===== src/rtl/bte_pkg.sv =====
package bte_pkg;

  localparam logic REQ_WRITE = 1'b0;
  localparam logic REQ_EVAL  = 1'b1;

  localparam logic [1:0] CFG_T_MAX      = 2'd0;
  localparam logic [1:0] CFG_NUM_POINTS = 2'd1;
  localparam logic [1:0] CFG_DIMS       = 2'd2;
  localparam logic [1:0] CFG_UNUSED     = 2'd3;

  typedef struct packed {
    logic        req_type;
    logic [2:0]  point_index;
    logic [2:0]  coord_index;
    logic [31:0] coord_value;
    logic [31:0] sample_time;
  } req_t;

endpackage


===== src/rtl/bte_front.sv =====
module bte_front (
  input  logic               clk_i,
  input  logic               rst_ni,
  input  logic               in_valid_i,
  output logic               in_stall_o,
  input  bte_pkg::req_t      in_req_i,
  output logic               q_valid_o,
  input  logic               q_pop_i,
  output bte_pkg::req_t      q_req_o
);

  bte_pkg::req_t mem_q [2];
  logic [1:0] wp_q, rp_q;
  logic full, empty, push;

  assign empty      = (wp_q == rp_q);
  assign full       = (wp_q[0] == rp_q[0]) && (wp_q[1] != rp_q[1]);
  assign in_stall_o = full;
  assign push       = in_valid_i && !full;
  assign q_valid_o  = !empty;
  assign q_req_o    = mem_q[rp_q[0]];

  always_ff @(posedge clk_i or negedge rst_ni) begin
    if (!rst_ni) begin
      wp_q <= '0;
      rp_q <= '0;
    end else begin
      if (push) begin
        wp_q <= wp_q + 2'd1;
      end
      if (q_pop_i && !empty) begin
        rp_q <= rp_q + 2'd1;
      end
    end
  end

  always_ff @(posedge clk_i) begin
    if (push) begin
      mem_q[wp_q[0]] <= in_req_i;
    end
  end

endmodule


===== config.mk =====
export PLATFORM = sky130hd
export DESIGN_NAME = bte_front
export DESIGN_NICKNAME = d
export VERILOG_FILES = /design/src/rtl/bte_pkg.sv /design/src/rtl/bte_front.sv
export SDC_FILE = /design/constraint.sdc
export NUM_CORES = 1
export LEC_CHECK = 0
export ABC_AREA = 1
export CAP_MARGIN = 10
export CORE_ASPECT_RATIO = 1.25
export CORE_MARGIN = 1.5
export CORE_UTILIZATION = 55
export CTS_CLUSTER_DIAMETER = 30
export CTS_CLUSTER_SIZE = 12
export DETAILED_ROUTE_END_ITERATION = 8
export DONT_BUFFER_PORTS = 1
export PLACE_DENSITY = 0.7
export SYNTH_ARGS = -nofsm -noshare
export SYNTH_HDL_FRONTEND = slang
export SYNTH_SLANG_ARGS = --single-unit
export TNS_END_PERCENT = 30

===== constraint.sdc =====
create_clock -name clk_i -period 3.3 [get_ports clk_i]
set_input_delay 0.165 -clock clk_i [delete_from_list [all_inputs] [get_ports clk_i]]
set_output_delay 0.165 -clock clk_i [all_outputs]
set_load 0.1 [all_outputs]

==> impl_metrics.py <==
metrics = {
    "timing": {
        "tns_ps": 0,
        "slew_headroom_pct": 48.8,
        "period_minus_slack_ps": 2440,
        "hold_viol": 0,
        "finalClockSkew_ps": 6.08,
        "rsz0062_at_grt": "false",
        "worstMarginPinSlew_ps": 768,
        "worst_slack_ps": 860,
        "slew_viol_final": 0,
        "finalSetupViolCount": 0,
        "max_clock_freq_mhz": 410,
        "min_period_over_period_pct": 73.9,
    },
    "grt": {
        "met2_usage_pct": 38.6,
        "met1_usage_pct": 21.6,
        "grt_use_total_pct": 21.1,
        "grt_pass1_vias": 3471,
        "grt_pass1_wl_mm": 16.3,
        "top_usage_layer": "met2",
        "grt_max_degree": 73,
        "antenna_found_initial": 0,
        "globalRouteOverflowTotal": 0,
        "grt_use_met3_pct": 7.53,
    },
    "clocking": {
        "insertion_delay_ps": 400,
        "cts_tree": "yes",
        "cts_sinks": 146,
        "cts_buffers": 17,
        "path_clk_slew_ps": 50,
        "cts_root_buf": "clkbuf_16",
        "cts_resized": 0,
        "clock_path_buffers": 2,
        "h-tree-depth": 4,
    },
    "layout": {
        "diodes": 0,
        "final_cell_area_um2": 7420,
        "area_delta_synth_final_pct": 37.2,
        "nets": 642,
        "drive_above_1_share_pct": 19.3,
    },
    "floorplan": {
        "die_y_um": 114,
        "core_um2": 9610,
        "io_pins": 148,
        "num_rows": 40,
        "die_area_um2": 10400,
        "die_x_um": 91.7,
        "start_util_pct": 56.3,
    },
    "outcome": {
        "outcome": "completed",
    },
    "synth": {
        "ys_async_sr_fraction_pct": 2.74,
        "synth_warnings": 0,
        "synth_edf_count": 142,
        "synth_area_leader_cell": "edfxtp_1",
        "synth_fp_nets": 485,
        "netlist.area_leader.share_pct": 78.8,
        "avgSynthCellArea_um2": 13.2,
        "synthesis.area_um2": 5410,
        "yosys_register_bits": 146,
        "syn_inst": 410,
        "ys_types": 10,
        "yosysMostFrequentCell": "nand2_1",
        "ys.flop_type": "edfxtp_1",
        "ys_seq_area_share_pct": 80.7,
        "synth.area.top_cells": "edfxtp_1, nand2_1, dfrtp_1",
        "ys_top_cells_by_count": "nand2_1, edfxtp_1, buf_4",
    },
    "critical_path": {
        "worstPathArrival_ps": 2280,
        "start_kind": "register",
        "r2r_cells": 7,
        "crit_type": "register to output port",
        "crit_end": "q_req_o[0]",
        "r2r-end": "mem_q[0][12]",
        "r2r_slack_ps": 1010,
        "end_kind": "output port",
        "r2r-start": "rp_q[0]",
        "crit_required_ps": 3130,
        "crit_fanout": 72,
        "crit_start": "rp_q[0]",
    },
    "detailed_routing": {
        "vias_per_cell": 4.90,
        "vias": 3454,
        "drtIter0Drc": 172,
        "totalWireLength_mm": 10.4,
        "drt-wirelength-per-cell_um": 14.8,
        "antenna_left": 0,
        "firstDrtPassIters": 4,
        "drc_errors": 0,
    },
    "min_path": {
        "hold_path.class": "input port to asynchronous set/reset pin",
    },
    "place": {
        "gp_congestion": 0.734,
        "io_buffers": 0,
        "pre_cts_slack_ps": 1010,
        "placed_area_um2": 6080,
        "hpwlAfterDp_mm": 6.14,
    },
    "flow_run": {
        "cap_violations": 0,
    },
}
-- stage by stage --
| step | hold slack, ps | util [%] | std cells |
|---|---|---|---|
| CTS | 25.0 | 77.2 | 705 |
| floorplan | -131 | - | 410 |
| global placement | -130 | 63.3 | 600 |
| global route | 44.8 | 77.2 | 705 |
| finish | 49.8 | 77.2 | 705 |
| detailed placement | -130 | 63.3 | 600 |
-- cell type report --
class / instances / area, um^2
clock buffers: 20 / 437
clock inverters: 11 / 163
fillers: 570 / 2190
inverters: 8 / 30.0
multi-input cells: 241 / 920
flip-flops and latches: 146 / 4370
well taps: 126 / 158
repair buffers: 153 / 1350
-- critical path: stages (launching register included) --
cell and delay, ps:
dfrtp_2 580, inv_2 110, buf_4 600, nand2_1 140, nand2_1 110, buf_4 290
-- routing by layer --
metal,part of all wire (%),vias to the layer above
met3,4.5,18
li1,-,1684
met5,0,-
met4,2.0,0
met1,36,1636
met2,57,116
-- cells by family after synthesis --
group / share of synthesized area (%)
xor gates and xnor gates: 0.162
buffers and inverters: 2.31
DFF: 80.7
and+or+nand+nor: 16.8
-- sequential cells by signal, summed over array words and instances (netlist names) --
register,count
wp_q,2
rp_q,2
mem_q,142
-- cell usage in the layout (no fill, tap or decap) --
cell and n:
clkinv_2 3, buf_12 1, clkbuf_1 3, nand3_1 4, clkinv_1 1, dfrtp_2 1, clkinvlp_4 2, buf_4 78
nand2_2 2, inv_2 3, dlygate4sd3_1 74, xor2_1 1, dfrtp_1 3, clkbuf_16 17, bufinv_16 4, edfxtp_1 142
nand2_1 234, inv_1 5, clkinv_4 1
-- worst min-delay path by stage --
stage | from | endpoint | slack (ps) | cells after the start
finish | rst_ni | rp_q[0] | 50 | 1
CTS | rst_ni | wp_q[0] | 20 | 1
global route | rst_ni | rp_q[0] | 40 | 1
global placement | rst_ni | rp_q[0] | -130 | 0
floorplan | rst_ni | rp_q[0] | -130 | 0
detailed placement | rst_ni | rp_q[0] | -130 | 0
-- timing repair --
| item | 4_1_cts | 5_1_grt |
|---|---|---|
| hold buffers | 74 | 0 |
| buffers inserted | 0 | 0 |
| endpoints found under the hold margin | 150 | 0 |
Power is left out: the tool's default activity adds up to more than one toggle a clock period on the data nets, which glitch-free logic cannot reach.
